`src/hw/rtl/assert_macros.svh`:
```
// Assertion macros for the compositor RTL.
`ifndef ASSERT_MACROS_SVH
`define ASSERT_MACROS_SVH

`ifndef SYNTH

// Check a property on every rising clock edge outside reset.
`define PACOMP_ASSERT(label, clk, rst_n, prop) \
  label: assert property (@(posedge clk) disable iff (!rst_n) (prop)) \
    else $error("pacomp assertion failed");

// Check that the antecedent implies the consequent in the following clock cycle.
`define PACOMP_ASSERT_NEXT(label, clk, rst_n, ante, cons) \
  label: assert property (@(posedge clk) disable iff (!rst_n) (ante) |=> (cons)) \
    else $error("pacomp assertion failed");

`else

`define PACOMP_ASSERT(label, clk, rst_n, prop)
`define PACOMP_ASSERT_NEXT(label, clk, rst_n, ante, cons)

`endif

`endif

```
`src/hw/rtl/pacomp_pkg.sv`:
```
// Types and constants of the palette alpha-blend compositor.
package pacomp_pkg;

  localparam int unsigned PALETTE_ENTRIES_DEFAULT = 256;

  // Register reset values
  localparam logic [3:0]  BRIGHTNESS_RESET = 4'd15;
  localparam logic        ENCODING_RESET   = 1'b0;
  localparam logic        PROTECT_RESET    = 1'b0;
  localparam logic [31:0] BACKDROP_RESET   = 32'd0;

  // x / 15 for x < 3840 as (x * 2185) >> 15
  localparam logic [11:0] RECIP15       = 12'd2185;
  localparam int unsigned RECIP15_SHIFT = 15;
  // x / 255 for x < 65536 as (x * 32897) >> 23
  localparam logic [15:0] RECIP255       = 16'd32897;
  localparam int unsigned RECIP255_SHIFT = 23;

  localparam logic [7:0] ALPHA_MAX  = 8'd255;
  localparam logic [7:0] ROUND_BIAS = 8'd127;

  typedef enum logic [1:0] {
    CFG_BRIGHTNESS = 2'd0,
    CFG_ENCODING   = 2'd1,
    CFG_PROTECT    = 2'd2,
    CFG_BACKDROP   = 2'd3
  } cfg_idx_e;

  typedef enum logic {
    CMD_PALETTE_WRITE = 1'b0,
    CMD_COMPOSITE     = 1'b1
  } cmd_e;

  // Control travelling alongside each pipeline stage
  typedef struct packed {
    logic valid;
    logic allowed;
  } stage_ctrl_t;

endpackage

```
`src/hw/rtl/pacomp_blend.sv`:
```
// Scale and blend pipeline: brightness scale, divide by 15, blend, divide by 255.
module pacomp_blend (
  input  logic                      clk_i,
  input  logic                      rst_ni,
  input  logic                      en_i,
  input  pacomp_pkg::stage_ctrl_t   ctrl_i,
  input  logic [31:0]               src_rgba_i,
  input  logic [31:0]               dest_argb_i,
  input  logic [3:0]                scale_i,
  output pacomp_pkg::stage_ctrl_t   ctrl_o,
  output logic [31:0]               out_argb_o
);

  // Lane 0 red, 1 green, 2 blue
  pacomp_pkg::stage_ctrl_t ctrl2_q, ctrl3_q, ctrl4_q, ctrl5_q;
  logic [31:0] dest2_q, dest3_q, dest4_q;
  logic [7:0]  alpha2_q, alpha3_q, alpha4_q;
  logic [11:0] prod2_q [3];
  logic [7:0]  chan3_q [3];
  logic [15:0] sum4_q [4];
  logic [31:0] out5_q;

  logic [11:0] prod2_d [3];
  logic [7:0]  chan3_d [3];
  logic [15:0] sum4_d [4];
  logic [31:0] out5_d;

  logic [23:0] div15_prod [3];
  logic [7:0]  inv_alpha;
  logic [7:0]  dest_chan [4];
  logic [31:0] div255_prod [4];
  logic [7:0]  quot [4];
  logic [7:0]  out_alpha;

  always_comb begin
    for (int c = 0; c < 3; c++) begin
      prod2_d[c] = {4'd0, src_rgba_i[8*c +: 8]} * {8'd0, scale_i};
    end
  end

  always_comb begin
    for (int c = 0; c < 3; c++) begin
      div15_prod[c] = {12'd0, prod2_q[c]} * {12'd0, pacomp_pkg::RECIP15};
      chan3_d[c]    = div15_prod[c][pacomp_pkg::RECIP15_SHIFT +: 8];
    end
  end

  // Lane 3 is the destination alpha term
  always_comb begin
    inv_alpha    = pacomp_pkg::ALPHA_MAX - alpha3_q;
    dest_chan[0] = dest3_q[23:16];
    dest_chan[1] = dest3_q[15:8];
    dest_chan[2] = dest3_q[7:0];
    dest_chan[3] = dest3_q[31:24];
    for (int c = 0; c < 3; c++) begin
      sum4_d[c] = {8'd0, chan3_q[c]} * {8'd0, alpha3_q}
                + {8'd0, dest_chan[c]} * {8'd0, inv_alpha}
                + {8'd0, pacomp_pkg::ROUND_BIAS};
    end
    sum4_d[3] = {8'd0, dest_chan[3]} * {8'd0, inv_alpha}
              + {8'd0, pacomp_pkg::ROUND_BIAS};
  end

  always_comb begin
    for (int c = 0; c < 4; c++) begin
      div255_prod[c] = {16'd0, sum4_q[c]} * {16'd0, pacomp_pkg::RECIP255};
      quot[c]        = div255_prod[c][pacomp_pkg::RECIP255_SHIFT +: 8];
    end
    out_alpha = alpha4_q + quot[3];
    if (ctrl4_q.allowed) begin
      out5_d = {out_alpha, quot[0], quot[1], quot[2]};
    end else begin
      out5_d = dest4_q;
    end
  end

  always_ff @(posedge clk_i or negedge rst_ni) begin
    if (!rst_ni) begin
      ctrl2_q <= '0;
      ctrl3_q <= '0;
      ctrl4_q <= '0;
      ctrl5_q <= '0;
    end else if (en_i) begin
      ctrl2_q <= ctrl_i;
      ctrl3_q <= ctrl2_q;
      ctrl4_q <= ctrl3_q;
      ctrl5_q <= ctrl4_q;
    end
  end

  always_ff @(posedge clk_i) begin
    if (en_i) begin
      prod2_q  <= prod2_d;
      alpha2_q <= src_rgba_i[31:24];
      dest2_q  <= dest_argb_i;
      chan3_q  <= chan3_d;
      alpha3_q <= alpha2_q;
      dest3_q  <= dest2_q;
      sum4_q   <= sum4_d;
      alpha4_q <= alpha3_q;
      dest4_q  <= dest3_q;
      out5_q   <= out5_d;
    end
  end

  assign ctrl_o     = ctrl5_q;
  assign out_argb_o = out5_q;

endmodule

```
`config.mk`:
```
export PLATFORM = sky130hd
export DESIGN_NAME = pacomp_blend
export DESIGN_NICKNAME = d
export VERILOG_FILES = /design/src/hw/rtl/assert_macros.svh /design/src/hw/rtl/pacomp_pkg.sv /design/src/hw/rtl/pacomp_blend.sv
export SDC_FILE = /design/constraint.sdc
export NUM_CORES = 2
export LEC_CHECK = 0
export ABC_CLOCK_PERIOD_IN_PS = 8250
export BUFFER_PORTS_ARGS = -buffer_cell sky130_fd_sc_hd__buf_2
export CORE_ASPECT_RATIO = 1.2
export CORE_MARGIN = 2
export CORE_UTILIZATION = 60
export CTS_CLUSTER_DIAMETER = 80
export CTS_CLUSTER_SIZE = 30
export DETAILED_ROUTE_END_ITERATION = 8
export PLACE_DENSITY = 0.77
export SYNTH_ARGS = -nofsm -noshare
export SYNTH_HDL_FRONTEND = slang
export SYNTH_SLANG_ARGS = --single-unit
export TNS_END_PERCENT = 5
```
`constraint.sdc`:
```
create_clock -name clk_i -period 8.25 [get_ports clk_i]
set_input_delay 0.4125 -clock clk_i [delete_from_list [all_inputs] [get_ports clk_i]]
set_output_delay 0.4125 -clock clk_i [all_outputs]
set_load 0.05 [all_outputs]
```
==> impl_metrics.csv <==
group,metric,value,unit
setup_path,critPathKind,"reg -> reg",
global_route,grt_pass1_wl,124000,um
clock_network,cts_root_buf,"clkbuf_16",
timing,setup_viol,0,
global_route,grt_start_max_net_pins,158,
yosys,yosysMostFrequentCell,"ha_1",
global_route,overflow,0,
place,place_congestion,0.883,
finish,multi_input_area,24400,um2
die,rows,97,
yosys,synth_area,35300,um2
place,io_buffers,106,
timing,slew_headroom,23.8,%
clock_network,insertion_delay,0.59,ns
timing,finalSetupTns,0,ns
yosys,synth.ff_latch_count,284,
global_route,grt_pass1_vias,25700,
timing,worst_slack,1.62,ns
outcome,status,"finished clean",
yosys,ys.flop_type,"edfxtp_1",
timing,drv_slew,0,
setup_path,worst_setup_path_end_kind,"flop",
timing,clock_skew,0.0285,ns
flow_run,cap_violations,0,
yosys,ys_warn_count,0,
die,dieWidth,225,um
clock_network,cts_sinks,284,
setup_path,regToRegStartpoint,"alpha3_q[1]",
yosys,synth_edf_count,276,
setup_path,crit_required,8.59,ns
clock_network,cts_max_level,1,
yosys,ys_types,61,
timing,rsz0062_at_grt,"no",
clock_network,tritoncts,"done",
place,dp_slack,1.63,ns
detailed_routing,ant_nets,0,
timing,whs,0.0151,ns
worst_hold_path,min_from,"dest_argb_i[26]",
finish,n_fill_cell,4513,
die,core-area,58300,um2
clock_network,postCtsSetupBuffers,0,
place,dp_hpwl,58600,um
die,die_h,270,um
setup_path,start_kind,"flop",
yosys,synth_area_per_cell,10.8,um2
timing,worstMarginPinSlew,1.14,ns
yosys,synth_top_area_share,24.5,%
detailed_routing,vias_per_cell,5.62,
finish,drive_gt1_share,6.01,%
die,die_area,60800,um2
yosys,synthCells,3258,
finish,final_nets,4536,
detailed_routing,wl,72400,um
timing,fin_crit,6.63,ns
detailed_routing,wl_per_cell,17.6,um
yosys,synthTopCellsByArea,"ha_1 25%, edfxtp_1 23%, fa_1 23%",
detailed_routing,drc_errors,0,
timing,finalHoldViolations,0,
yosys,ys_seq_area_share,24.0,%
detailed_routing,drtIter0Drc,1047,
detailed_routing,drtPass1Iterations,5,
finish,seq_area,8490,um2
global_route,grtUsageTotal,25.1,%
finish,syn2layout_area_growth,6.81,%
worst_hold_path,min_path_type,"in -> reg",
detailed_routing,num_vias,23100,
clock_network,cts.clk_slew.worst_paths,0.11,ns
finish,fin_util,64.8,%
setup_path,critPathMaxFanout,31,
die,start_util,60.6,%
timing,max_freq,151,MHz
clock_network,hold_buffers,21,
yosys,synthTopCellsByCount,"693 x ha_1, 592 x inv_1, 409 x fa_1",
clock_network,cts_buffer_depth,3,
global_route,antenna_found_initial,2,
clock_network,cts-resized-gates,0,
yosys,synth_largest_area_cell,"ha_1",
yosys,async_reset_ff_share,2.82,%
setup_path,cp-startpoint,"alpha3_q[1]",
yosys,syn-num-nets,4433,
clock_network,cts_buffers,21,
die,ioPinCount,107,
setup_path,critPathArrivalTime,6.97,ns
timing,finalCritPeriodShare,80.4,%
-- flip-flops by register name, summed over array words and instances, names as in the netlist --
register and flops:
alpha3_q 8, ctrl3_q 2, dest4_q 32, sum4_q 64, ctrl2_q 2, out_argb_o 32, alpha2_q 8, prod2_q 36
dest2_q 32, chan3_q 24, dest3_q 32, alpha4_q 8, ctrl4_q 2, ctrl_o 2
-- critical path: stages (launching register included) --
cell	delay, ns
edfxtp_1	1.11
buf_4	0.45
nand2_1	0.13
fa_1	0.52
fa_1	0.55
inv_1	0.05
fa_1	0.48
fa_1	0.46
fa_1	0.52
inv_1	0.05
fa_1	0.48
inv_1	0.04
ha_1	0.34
nand3_1	0.12
nand2_1	0.05
a41o_1	0.24
nor4_2	0.24
nor3_1	0.10
or3b_2	0.46
-- per-layer routing --
metal	share of wire, %	up-vias	global-route usage (%)
met5	0	-	0
met4	3.8	0	9.60
met3	4.1	172	2.22
met2	52	514	46.4
met1	40	11600	30.1
li1	-	10900	-
-- metrics by stage --
stage | area [um2] | cells
final | 37700 | 4118
after global routing | 37700 | 4118
after CTS | 37700 | 4117
after detailed placement | 36700 | 4059
after global placement | 36700 | 4059
after floorplan | 35300 | 3258
-- path summary, 6_finish.rpt --
check                                   end  slack [ns]  cells past startpoint
worst max-delay path             sum4_q[63]        1.62                     18
worst min-delay path            dest2_q[26]        0.02                      1
worst max register to register   sum4_q[63]        1.62                     18
worst min register to register   dest3_q[1]        0.42                      0
max in group asynchronous        ctrl4_q[0]        7.86                      2
min in group asynchronous        ctrl4_q[0]        0.21                      2
-- placed cells by master (no fill, tap or decap), drive strengths merged, types with 21 or more instances in the layout --
master	netlist	routed
and2	147	147
inv	592	600
nor2b	134	134
a21o	33	33
buf	2	122
nand3	26	26
mux2	27	27
clkbuf	61	22
edfxtp	276	276
xnor2	102	102
a21oi	77	77
xor2	29	29
nor3	34	34
nand2	183	183
o21ai	26	26
nand2b	135	135
ha	693	693
fa	409	409
dlygate4sd3	0	21
nor2	85	85
-- logic make-up (layout without fill, tap and decap cells) --
| kind of cell | after synthesis | in the layout | synth area share (%) |
|---|---|---|---|
| compound gates | 249 | 249 | 4.84 |
| xor+xnor | 131 | 131 | 3.25 |
| fa+ha+maj | 1102 | 1102 | 47.7 |
| mux | 30 | 30 | 0.946 |
| other cells | 0 | 1 | 0 |
| flops | 284 | 284 | 24.0 |
| simple gates | 807 | 807 | 12.2 |
| buf+inv | 655 | 772 | 6.96 |
-- layout make-up --
cell class	instances	share of cell area (%)
Sequential cell	284	22.5
Antenna cell	1	0.00663
Clock inverter	15	0.793
Inverter	592	5.89
Clock buffer	22	1.40
Timing Repair Buffer	143	2.34
Tap cell	742	2.46
Multi-Input combinational cell	2319	64.6
Power is not shown: default switching activity piles up to over one toggle a cycle in this logic, so the estimate is an artifact.
